<file path="src/design/line_point_generator_top_macros.svh">
// Assertion macros for the line point generator.
// Included by line_point_generator_top.sv; empty bodies when SYNTH is defined.
`ifndef LINE_POINT_GENERATOR_TOP_MACROS_SVH
`define LINE_POINT_GENERATOR_TOP_MACROS_SVH
`ifndef SYNTH
`define LPG_ASSERT_SAME(label, clk, rst_n, ante, cons) \
    label: assert property (@(posedge clk) disable iff (!rst_n) (ante) |-> (cons)) \
        else $error("line point generator check failed");
`define LPG_ASSERT_NEXT(label, clk, rst_n, ante, cons) \
    label: assert property (@(posedge clk) disable iff (!rst_n) (ante) |=> (cons)) \
        else $error("line point generator check failed");
`else
`define LPG_ASSERT_SAME(label, clk, rst_n, ante, cons)
`define LPG_ASSERT_NEXT(label, clk, rst_n, ante, cons)
`endif
`endif

</file>
<file path="src/design/lpg_pkg.sv">
// Shared constants and types for the line point generator.
// No dependencies.
`default_nettype none
package lpg_pkg;
    localparam int COORD_BITS_DEF = 6;

    typedef enum logic [1:0] {
        ST_IDLE,
        ST_SETUP,
        ST_RUN
    } t_lpg_state;
endpackage
`default_nettype wire

</file>
<file path="src/design/lpg_if.sv">
// Handshake interfaces: segment requests in, line points out.
// Depends on lpg_pkg for the default coordinate width.
`default_nettype none
interface lpg_seg_if #(
    parameter int COORD_BITS = lpg_pkg::COORD_BITS_DEF
);
    logic                  valid;
    logic                  ready;
    logic [COORD_BITS-1:0] start_x;
    logic [COORD_BITS-1:0] start_y;
    logic [COORD_BITS-1:0] end_x;
    logic [COORD_BITS-1:0] end_y;

    modport source (output valid, output start_x, output start_y, output end_x,
                    output end_y, input ready);
    modport sink   (input valid, input start_x, input start_y, input end_x,
                    input end_y, output ready);
endinterface

interface lpg_pt_if #(
    parameter int COORD_BITS = lpg_pkg::COORD_BITS_DEF
);
    logic                  valid;
    logic                  ready;
    logic [COORD_BITS-1:0] point_x;
    logic [COORD_BITS-1:0] point_y;
    logic                  is_last;

    modport source (output valid, output point_x, output point_y, output is_last,
                    input ready);
    modport sink   (input valid, input point_x, input point_y, input is_last,
                    output ready);
endinterface
`default_nettype wire

</file>
<file path="src/design/line_point_generator_top.sv">
// Line point generator: rasterizes one segment per item into grid points.
// An accepted segment passes the setup state; the run state registers points.
// Throughput: one point per cycle from a single decision-variable adder;
// unless stalled; major+1 points per segment (major = larger axis distance).
// Reset (synchronous, active low) returns the sequencer to idle and drops
// any pending point. Depends on lpg_pkg, lpg_if and the macros header.
`default_nettype none
`include "line_point_generator_top_macros.svh"
module line_point_generator_top #(
    parameter int COORD_BITS = lpg_pkg::COORD_BITS_DEF
) (
    input  wire         i_clk,
    input  wire         i_rst_n,
    lpg_seg_if.sink     i_seg,
    lpg_pt_if.source    o_pt
);
    import lpg_pkg::*;

    localparam int CB = COORD_BITS;
    localparam int PW = COORD_BITS + 3;

    t_lpg_state r_state, n_state;

    // segment setup
    logic [CB-1:0] r_sx, r_sy, r_dx, r_dy;
    logic          r_x_dec, r_y_dec;

    // iteration state
    logic                 r_x_major;
    logic [CB-1:0]        r_maj_pos, r_min_pos, r_cnt;
    logic                 r_maj_dec, r_min_dec;
    logic signed [PW-1:0] r_p, r_inc_lo, r_inc_hi;

    // output register
    logic          r_out_valid;
    logic [CB-1:0] r_pt_x, r_pt_y;
    logic          r_pt_last;

    logic                 seg_take;
    logic                 run_adv;
    logic                 out_take;
    logic                 x_major;
    logic [CB-1:0]        major, minor;
    logic [CB-1:0]        dx, dy;
    logic signed [PW-1:0] inc_lo, inc_hi;
    logic                 p_step;
    logic [CB-1:0]        n_min_pos;

    // ---------------- sequencer ----------------
    always_comb begin
        n_state = r_state;
        case (r_state)
            ST_IDLE:  if (seg_take) n_state = ST_SETUP;
            ST_SETUP: n_state = ST_RUN;
            ST_RUN:   if (run_adv && (r_cnt == '0)) n_state = ST_IDLE;
            default:  n_state = ST_IDLE;
        endcase
    end

    always_comb begin
        i_seg.ready = 1'b0;
        run_adv     = 1'b0;
        case (r_state)
            ST_IDLE:  i_seg.ready = 1'b1;
            ST_SETUP: ;
            ST_RUN:   run_adv = !r_out_valid || o_pt.ready;
            default:  ;
        endcase
    end

    assign seg_take = i_seg.valid && i_seg.ready;
    assign out_take = r_out_valid && o_pt.ready;

    always_ff @(posedge i_clk) begin
        if (!i_rst_n) begin
            r_state <= ST_IDLE;
        end else begin
            r_state <= n_state;
        end
    end

    // ---------------- datapath ----------------
    assign dx = (i_seg.end_x >= i_seg.start_x) ? i_seg.end_x - i_seg.start_x
                                               : i_seg.start_x - i_seg.end_x;
    assign dy = (i_seg.end_y >= i_seg.start_y) ? i_seg.end_y - i_seg.start_y
                                               : i_seg.start_y - i_seg.end_y;

    assign x_major = (r_dy <= r_dx);
    assign major   = x_major ? r_dx : r_dy;
    assign minor   = x_major ? r_dy : r_dx;
    assign inc_lo  = {{(PW-CB-1){1'b0}}, minor, 1'b0};
    assign inc_hi  = inc_lo - {{(PW-CB-1){1'b0}}, major, 1'b0};

    // positive decision value: take the diagonal step
    assign p_step    = !r_p[PW-1] && (r_p != '0);
    assign n_min_pos = p_step ? (r_min_dec ? r_min_pos - 1'b1 : r_min_pos + 1'b1)
                              : r_min_pos;

    always_ff @(posedge i_clk) begin
        if (seg_take) begin
            r_sx    <= i_seg.start_x;
            r_sy    <= i_seg.start_y;
            r_dx    <= dx;
            r_dy    <= dy;
            r_x_dec <= (i_seg.end_x < i_seg.start_x);
            r_y_dec <= (i_seg.end_y < i_seg.start_y);
        end
        if (r_state == ST_SETUP) begin
            r_x_major <= x_major;
            r_maj_pos <= x_major ? r_sx : r_sy;
            r_min_pos <= x_major ? r_sy : r_sx;
            r_maj_dec <= x_major ? r_x_dec : r_y_dec;
            r_min_dec <= x_major ? r_y_dec : r_x_dec;
            r_inc_lo  <= inc_lo;
            r_inc_hi  <= inc_hi;
            r_p       <= inc_hi;
            r_cnt     <= major;
        end else if (run_adv) begin
            r_p       <= r_p + (p_step ? r_inc_hi : r_inc_lo);
            r_min_pos <= n_min_pos;
            r_maj_pos <= r_maj_dec ? r_maj_pos - 1'b1 : r_maj_pos + 1'b1;
            r_cnt     <= r_cnt - 1'b1;
            r_pt_x    <= r_x_major ? r_maj_pos : n_min_pos;
            r_pt_y    <= r_x_major ? n_min_pos : r_maj_pos;
            r_pt_last <= (r_cnt == '0);
        end
    end

    always_ff @(posedge i_clk) begin
        if (!i_rst_n) begin
            r_out_valid <= 1'b0;
        end else if (run_adv) begin
            r_out_valid <= 1'b1;
        end else if (out_take) begin
            r_out_valid <= 1'b0;
        end
    end

    assign o_pt.valid   = r_out_valid;
    assign o_pt.point_x = r_pt_x;
    assign o_pt.point_y = r_pt_y;
    assign o_pt.is_last = r_pt_last;

    // ---------------- checks ----------------
    `LPG_ASSERT_NEXT(a_seg_to_setup, i_clk, i_rst_n, seg_take, r_state == ST_SETUP)
    `LPG_ASSERT_NEXT(a_last_ends_run, i_clk, i_rst_n, run_adv && r_cnt == '0, r_pt_last)
    `LPG_ASSERT_SAME(a_p_no_wrap, i_clk, i_rst_n, r_state == ST_RUN, r_p[PW-1] == r_p[PW-2])
    `LPG_ASSERT_NEXT(a_adv_gives_point, i_clk, i_rst_n, run_adv, r_out_valid)
endmodule
`default_nettype wire
</file>
<file path="src/flat_wrapper.sv">
// flat-port wrapper written by rule: the top's interface ports become plain ports
module line_point_generator_top_flat import lpg_pkg::*;
#(
    parameter int COORD_BITS = lpg_pkg::COORD_BITS_DEF
)
  (i_clk, i_rst_n, i_seg_valid, i_seg_start_x, i_seg_start_y, i_seg_end_x, i_seg_end_y, i_seg_ready, o_pt_valid, o_pt_point_x, o_pt_point_y, o_pt_is_last, o_pt_ready);
  lpg_seg_if #(.COORD_BITS(COORD_BITS)) i_seg_i ();
  lpg_pt_if #(.COORD_BITS(COORD_BITS)) o_pt_i ();
  input  wire i_clk;
  input  wire i_rst_n;
  input wire logic [$bits(i_seg_i.valid)-1:0] i_seg_valid;
  input wire logic [$bits(i_seg_i.start_x)-1:0] i_seg_start_x;
  input wire logic [$bits(i_seg_i.start_y)-1:0] i_seg_start_y;
  input wire logic [$bits(i_seg_i.end_x)-1:0] i_seg_end_x;
  input wire logic [$bits(i_seg_i.end_y)-1:0] i_seg_end_y;
  output wire logic [$bits(i_seg_i.ready)-1:0] i_seg_ready;
  output wire logic [$bits(o_pt_i.valid)-1:0] o_pt_valid;
  output wire logic [$bits(o_pt_i.point_x)-1:0] o_pt_point_x;
  output wire logic [$bits(o_pt_i.point_y)-1:0] o_pt_point_y;
  output wire logic [$bits(o_pt_i.is_last)-1:0] o_pt_is_last;
  input wire logic [$bits(o_pt_i.ready)-1:0] o_pt_ready;
  assign i_seg_i.valid = i_seg_valid;
  assign i_seg_i.start_x = i_seg_start_x;
  assign i_seg_i.start_y = i_seg_start_y;
  assign i_seg_i.end_x = i_seg_end_x;
  assign i_seg_i.end_y = i_seg_end_y;
  assign i_seg_ready = i_seg_i.ready;
  assign o_pt_valid = o_pt_i.valid;
  assign o_pt_point_x = o_pt_i.point_x;
  assign o_pt_point_y = o_pt_i.point_y;
  assign o_pt_is_last = o_pt_i.is_last;
  assign o_pt_i.ready = o_pt_ready;
  line_point_generator_top #(.COORD_BITS(COORD_BITS)) u_core (.i_clk(i_clk), .i_rst_n(i_rst_n), .i_seg(i_seg_i), .o_pt(o_pt_i));
endmodule
</file>
<file path="config.mk">
export PLATFORM = sky130hd
export DESIGN_NAME = line_point_generator_top_flat
export DESIGN_NICKNAME = d
export VERILOG_FILES = /design/src/design/lpg_pkg.sv /design/src/design/lpg_if.sv /design/src/design/line_point_generator_top.sv /design/src/flat_wrapper.sv
export VERILOG_INCLUDE_DIRS = /design/src /design/src/design
export SDC_FILE = /design/constraint.sdc
export NUM_CORES = 1
export LEC_CHECK = 0
export ABC_AREA = 1
export BUFFER_PORTS_ARGS = -buffer_cell sky130_fd_sc_hd__clkbuf_2
export CAP_MARGIN = 25
export CORE_MARGIN = 4
export CORE_UTILIZATION = 60
export DETAILED_ROUTE_END_ITERATION = 6
export GPL_TIMING_DRIVEN = 0
export PLACE_DENSITY_LB_ADDON = 0.3
export SLEW_MARGIN = 20
export SYNTH_ARGS = -nofsm -noshare
export SYNTH_HDL_FRONTEND = slang
export SYNTH_SLANG_ARGS = --single-unit
</file>
<file path="constraint.sdc">
create_clock -name i_clk -period 3.55 [get_ports i_clk]
set_clock_uncertainty 0.2 [all_clocks]
set_input_delay 0.1775 -clock i_clk [delete_from_list [all_inputs] [get_ports i_clk]]
set_output_delay 0.1775 -clock i_clk [all_outputs]
set_load 0.01 [all_outputs]
</file>
# Word level (Yosys, flattened, before mapping)
# Cells that the tools add are included.
[totals]
register_bits = 87
in_bits = 28
output_inout_bits = 15
[op_classes]
addsub = 11
n_lt_le_gt_ge = 5
eq_ne = 4
n_mux = 29
n_bitwise = 1
reduce_logical = 14
[ops]
columns = ["cell", "n"]
rows = [
  ["two-way mux 6 bit", 17],
  ["two-way mux 9 bit", 3],
  ["subtractor 6 bit", 4],
  ["subtractor 6 x 1 -> 6 bit (second input constant)", 3],
  ["adder 6 x 1 -> 6 bit (second input constant)", 2],
  ["greater-or-equal comparator 6 bit", 2],
  ["less-than comparator 6 bit", 2],
  ["adder 9 bit", 1],
  ["nonzero test 9 bit", 1],
  ["subtractor 7 x 7 -> 8 bit", 1],
  ["<= comparator 6 bit", 1],
  ["logical NOT 6 bit", 1],
  ["two-way mux 1 bit", 6],
  ["case mux 2 bit (3 select lines)", 1],
  ["logical AND 1 bit", 4],
  ["two-way mux 2 bit", 2],
  ["!= test 2 x 1 -> 1 bit (second input constant)", 2],
  ["AND reduction 2 bit", 2],
  ["nonzero test 2 bit", 2],
  ["== test 2 x 1 -> 1 bit (second input constant)", 1],
  ["== test 2 bit (second input constant)", 1],
  ["logical NOT 1 bit", 2],
  ["logical NOT 2 bit", 1],
  ["logical OR 1 bit", 1],
  ["NOT 1 bit", 1],
]

# Longest topological paths before layout
[depth]
depth_word = 6
ltp_mapped = 20
depth_no_buf = 19

# Worst setup path before layout
# OpenSTA, ideal clock, no wires.
[synth_path]
kind = "reg2reg"
start = "register u_core.r_p[2]"
end = "register u_core.r_p[7], data pin"
setup_time_ps = 255
t_arrival_ps = 2612
t_required_ps = 3095
setup_slack_ps = 483
stages_incl_launch_ff = 19
n_path_buf = 1
cell_sequence = "edfxtp_1 nor3_1 nand2_1 nor3_1 nor2_1 clkbuf_1 nand2_1 nand2_1 ha_1 fa_1 nand2_1 nand2_1 a21oi_1 nor2_1 nor2_1 o21bai_1 or2_2 nand3_1 nand2_1"
[synth_via]
elab_chain_cells = 6
[synth_rtl]
columns = ["item", "line_no", "text"]
rows = [
  ["start, declared", "line_point_generator_top.sv:32", "logic signed [PW-1:0] r_p, r_inc_lo, r_inc_hi;"],
  ["start signal, assigned", "line_point_generator_top.sv:116", "r_p <= inc_hi;"],
  ["start signal, assigned", "line_point_generator_top.sv:119", "r_p <= r_p + (p_step ? r_inc_hi : r_inc_lo);"],
  ["nonzero test 9 bit", "line_point_generator_top.sv:95", "assign p_step = !r_p[PW-1] && (r_p != '0);"],
  ["logical AND 1 bit", "line_point_generator_top.sv:95", ""],
  ["two-way mux 9 bit", "line_point_generator_top.sv:119", ""],
  ["adder 9 bit *", "line_point_generator_top.sv:119", ""],
  ["two-way mux 9 bit *", "line_point_generator_top.sv:118", "end else if (run_adv) begin"],
  ["two-way mux 9 bit *", "line_point_generator_top.sv:108", "if (r_state == ST_SETUP) begin"],
]
# Mark *: on every way between the ends. The rest lies on a longest branch, timed or not. The select of a mux whose other input is x is not followed.
# A chain may end at the register's enable or synchronous reset.

# Worst setup path in the final report
# Same ends and word-level chain as after synthesis.

==> summary.md <==
| Metric | Value |
|---|---|
| Status | `complete, no violations` |
| Top-Level Pins | `43` |
| Antenna violations before repair | `0` |
| CTS max path bufs | `2` |
| Vias per cell | `5.508` |
| Core area | `8763 um^2` |
| Initial Util | `62.21%` |
| Routed vias | `4,258` |
| Max H-tree Level | `3` |
| # diodes | `0` |
| Max Cap Viol | `0` |
| CP Buf/Inv Count | `1` |
| Wirelength per Cell | `14.62 um` |
| Placement Cell Area | `5871 um^2` |
| HPWL after DPL | `8821 um` |
| CTS tree | `done` |
| DRC viols | `0` |
| WP data required | `3.47 ns` |
| Most frequent cells in the layout | `nand2_1 (125), inv_1 (82), edfxtp_1 (81)` |
| Worst vdd ir | `226.2 uV` |
| Synth Net Count | `669` |
| Mean Syn Cell Area | `9.271 um^2` |
| CP max-delay cell | `edfxtp_1` |
| Pwr Density | `534.2 nW/um^2` |
| Most frequent CP cell | `nand2_1` |
| R2r startpoint | `u_core.r_p[2]` |
| Hold WC Path Type | `input pin to flip-flop` |
| Hold Violations, Final | `0` |
| Die ar. | `10,680 um^2` |
| Detail Route Antenna Nets | `0` |
| RD Place Congestion | `0.8781` |
| Design Power | `3323 uW` |
| Setup crit start | `u_core.r_p[2]` |
| Kind of critical path | `flip-flop to flip-flop` |
| Port bufs | `42` |
| Worst skew pair latency | `0.36 ns` |
| Hold Path Origin | `o_pt_ready` |
| Fin crit share | `91.89%` |
| TritonCTS Sinks | `84` |
| Crit path DAT | `3.18 ns` |
| DIE WIDTH | `103.3 um` |
| First-pass DRT Iterations | `5` |
| Fmax achieved | `306.6 MHz` |
| Max-slew violations | `0` |
| Gr ovfl total | `0` |
| Area grow syn2layout | `14.09%` |
| Synth Warn # | `0` |
| Post-Syn Area | `5451 um^2` |
| Fin worst setup slack | `0.2881 ns` |
| Chip height | `103.3 um` |
| Critical Path, Cell by Cell | `nor3_1 -> nand2_1 -> nor3_2 -> nor2_2 -> buf_2 -> nand2_1 -> nand2_1 -> ha_1 -> fa_1 -> nand2_1 -> nand2_1 -> a21oi_2 -> nor2_1 -> nor2_1 -> o21bai_1 -> or2_2 -> nand3_1 -> nand2_1` |
| Critical path startpoint category | `flip-flop` |
| Largest net degree at the start of global routing | `22` |
| CP peak stage delay | `0.43 ns` |
| Fin nets | `741` |
| First DRT Iteration DRCs | `220` |
| Worst rel slew slack | `46.36%` |
| Mapped Cells | `588` |
| GRT Total Usage | `23.07%` |
| Final WL | `11,300 um` |
| Setup TNS | `0 ns` |
| Commonest non-fill, non-tap cell in the layout | `nand2_1` |
| Sequential area share after synthesis | `45.72%` |
| Post-Place Setup Slack | `0.09891 ns` |
| Setup violators final | `0` |
| FP Rows | `34` |
| Worst slew pin tran | `0.8002 ns` |
| Leakage | `0.002827 uW` |
| Final instance area | `6220 um^2` |
| Num CTS Buffers | `9` |
| Number of synthesized register bits | `84` |
| Largest delay contributor family on the critical path | `simple AND/OR/NAND/NOR gates` |
| Root Buffer | `clkbuf_8` |
| Vias in the first global route | `4,383` |
| Layout cells sized above 1 | `14.74%` |
| First-pass GRT wire length | `19,120 um` |
| CP max FO | `10` |
| Synth unique cells | `41` |
| CTS clock-pin slew for the worst setup and hold paths | `0.09 ns` |
| Endpoint class of the critical path | `flip-flop` |
| RSZ-0062 raised after global routing | `false` |
| Final Core Density | `70.97%` |
| Final min period | `3.262 ns` |
==> power breakdown <==
part | switching, uW | internal, uW
Clock | 370 | 264
Sequential | 73.5 | 1310
Combinational | 799 | 510
==> registers in the layout (all words and copies together) (netlist names), 2 cells and up <==
signal,cells
u_core.r_min_pos,6
u_core.r_p,8
u_core.r_state,2
u_core.r_sx,6
u_core.r_dx,6
u_core.o_pt.point_x,6
u_core.r_inc_hi,7
u_core.r_cnt,6
u_core.o_pt.point_y,6
u_core.r_dy,6
u_core.r_inc_lo,6
u_core.r_sy,6
u_core.r_maj_pos,6
==> final cells by class <==
cell class / count / area (um^2)
Multi-Input combinational cell: 407 / 2601
Clock inverter: 7 / 56.30
Inverter: 84 / 315.3
Sequential cell: 84 / 2492
Fill cell: 648 / 2544
Timing Repair Buffer: 62 / 425.4
Tap cell: 108 / 135.1
Buffer: 12 / 70.07
Clock buffer: 9 / 123.9
==> per-layer routing <==
metal,vias to the layer above,share of wire [%],track usage (%),wire [um]
met4,0,3.3,10.46,375
met5,-,0,0,0
met3,36,4.3,3.488,487
met2,111,50,41.19,5707
met1,1979,42,27.43,4731
li1,2132,-,-,-
==> worst paths after layout <==
kind / slack [ns] / end / cells past startpoint
max: 0.29 / u_core.r_p[7] / 18
min: 0.03 / u_core.r_state[1] / 4
max reg2reg: 0.29 / u_core.r_p[7] / 18
min reg2reg: 0.31 / u_core.r_state[0] / 1
==> cells in the mapped netlist <==
cell type | count | area [um^2]
a211oi_1 | 2 | 15.01
a21oi_1 | 24 | 120.1
a22oi_1 | 1 | 7.510
a31oi_1 | 2 | 12.51
and2_1 | 2 | 12.51
and3_1 | 1 | 6.260
buf_12 | 1 | 20.02
buf_2 | 3 | 15.01
buf_4 | 1 | 7.510
clkbuf_1 | 8 | 30.03
dfxtp_1 | 3 | 60.06
edfxtp_1 | 81 | 2432
fa_1 | 7 | 140.1
ha_1 | 46 | 575.6
inv_1 | 82 | 307.8
inv_2 | 2 | 7.510
mux2_2 | 2 | 22.52
mux2i_1 | 8 | 80.08
nand2_1 | 125 | 469.2
nand2_2 | 7 | 43.79
nand2_4 | 2 | 22.52
nand3_1 | 21 | 105.1
nand3_2 | 2 | 20.02
nand3_4 | 1 | 17.52
nand3b_1 | 3 | 22.52
nand4_1 | 3 | 18.77
nor2_1 | 37 | 138.9
nor2_4 | 1 | 11.26
nor3_1 | 4 | 20.02
nor4_1 | 1 | 6.260
o211ai_1 | 2 | 15.01
o21a_1 | 6 | 45.04
o21ai_0 | 47 | 235.2
o21ai_1 | 6 | 30.03
o21ai_2 | 5 | 43.79
o21bai_1 | 2 | 15.01
o221ai_1 | 4 | 35.03
o22ai_1 | 8 | 50.05
or2_2 | 2 | 12.51
xnor2_1 | 7 | 61.31
xor2_1 | 16 | 140.1
==> cells by family after synthesis <==
kind of cell | after synthesis | share of synthesized area (%)
adders and majority gates | 53 | 13.13
DFF | 84 | 45.72
and+or+nand+nor | 212 | 17.01
AOI/OAI and AO/OA | 109 | 11.45
xor gates and xnor gates | 23 | 3.695
muxes | 10 | 1.882
buffers and inverters | 97 | 7.115
==> through the flow <==
stage / hold WS, ns / cells
2_1_floorplan: 0.07637 / 588
3_3_place_gp: 0.1723 / 738
3_5_place_dp: 0.1735 / 742
4_1_cts: 0.01045 / 773
5_1_grt: 0.07205 / 773
6_report: 0.03049 / 773
==> timing repair <==
action / CTS / global route
buffers inserted: 0 / 1
resized for setup: 0 / 6
endpoints found under the hold margin: 15 / 0
hold buffers: 15 / 0
endpoints found under the setup margin: 0 / 1
==> tightest hold or removal path: cells and delay by family <==
family / cells / cell delay [ns]
buffers and inverters: 1 / 0.07
and+or+nand+nor: 1 / 0.09
AOI/OAI and AO/OA: 2 / 0.21
Power figures use the tool's default switching activity.
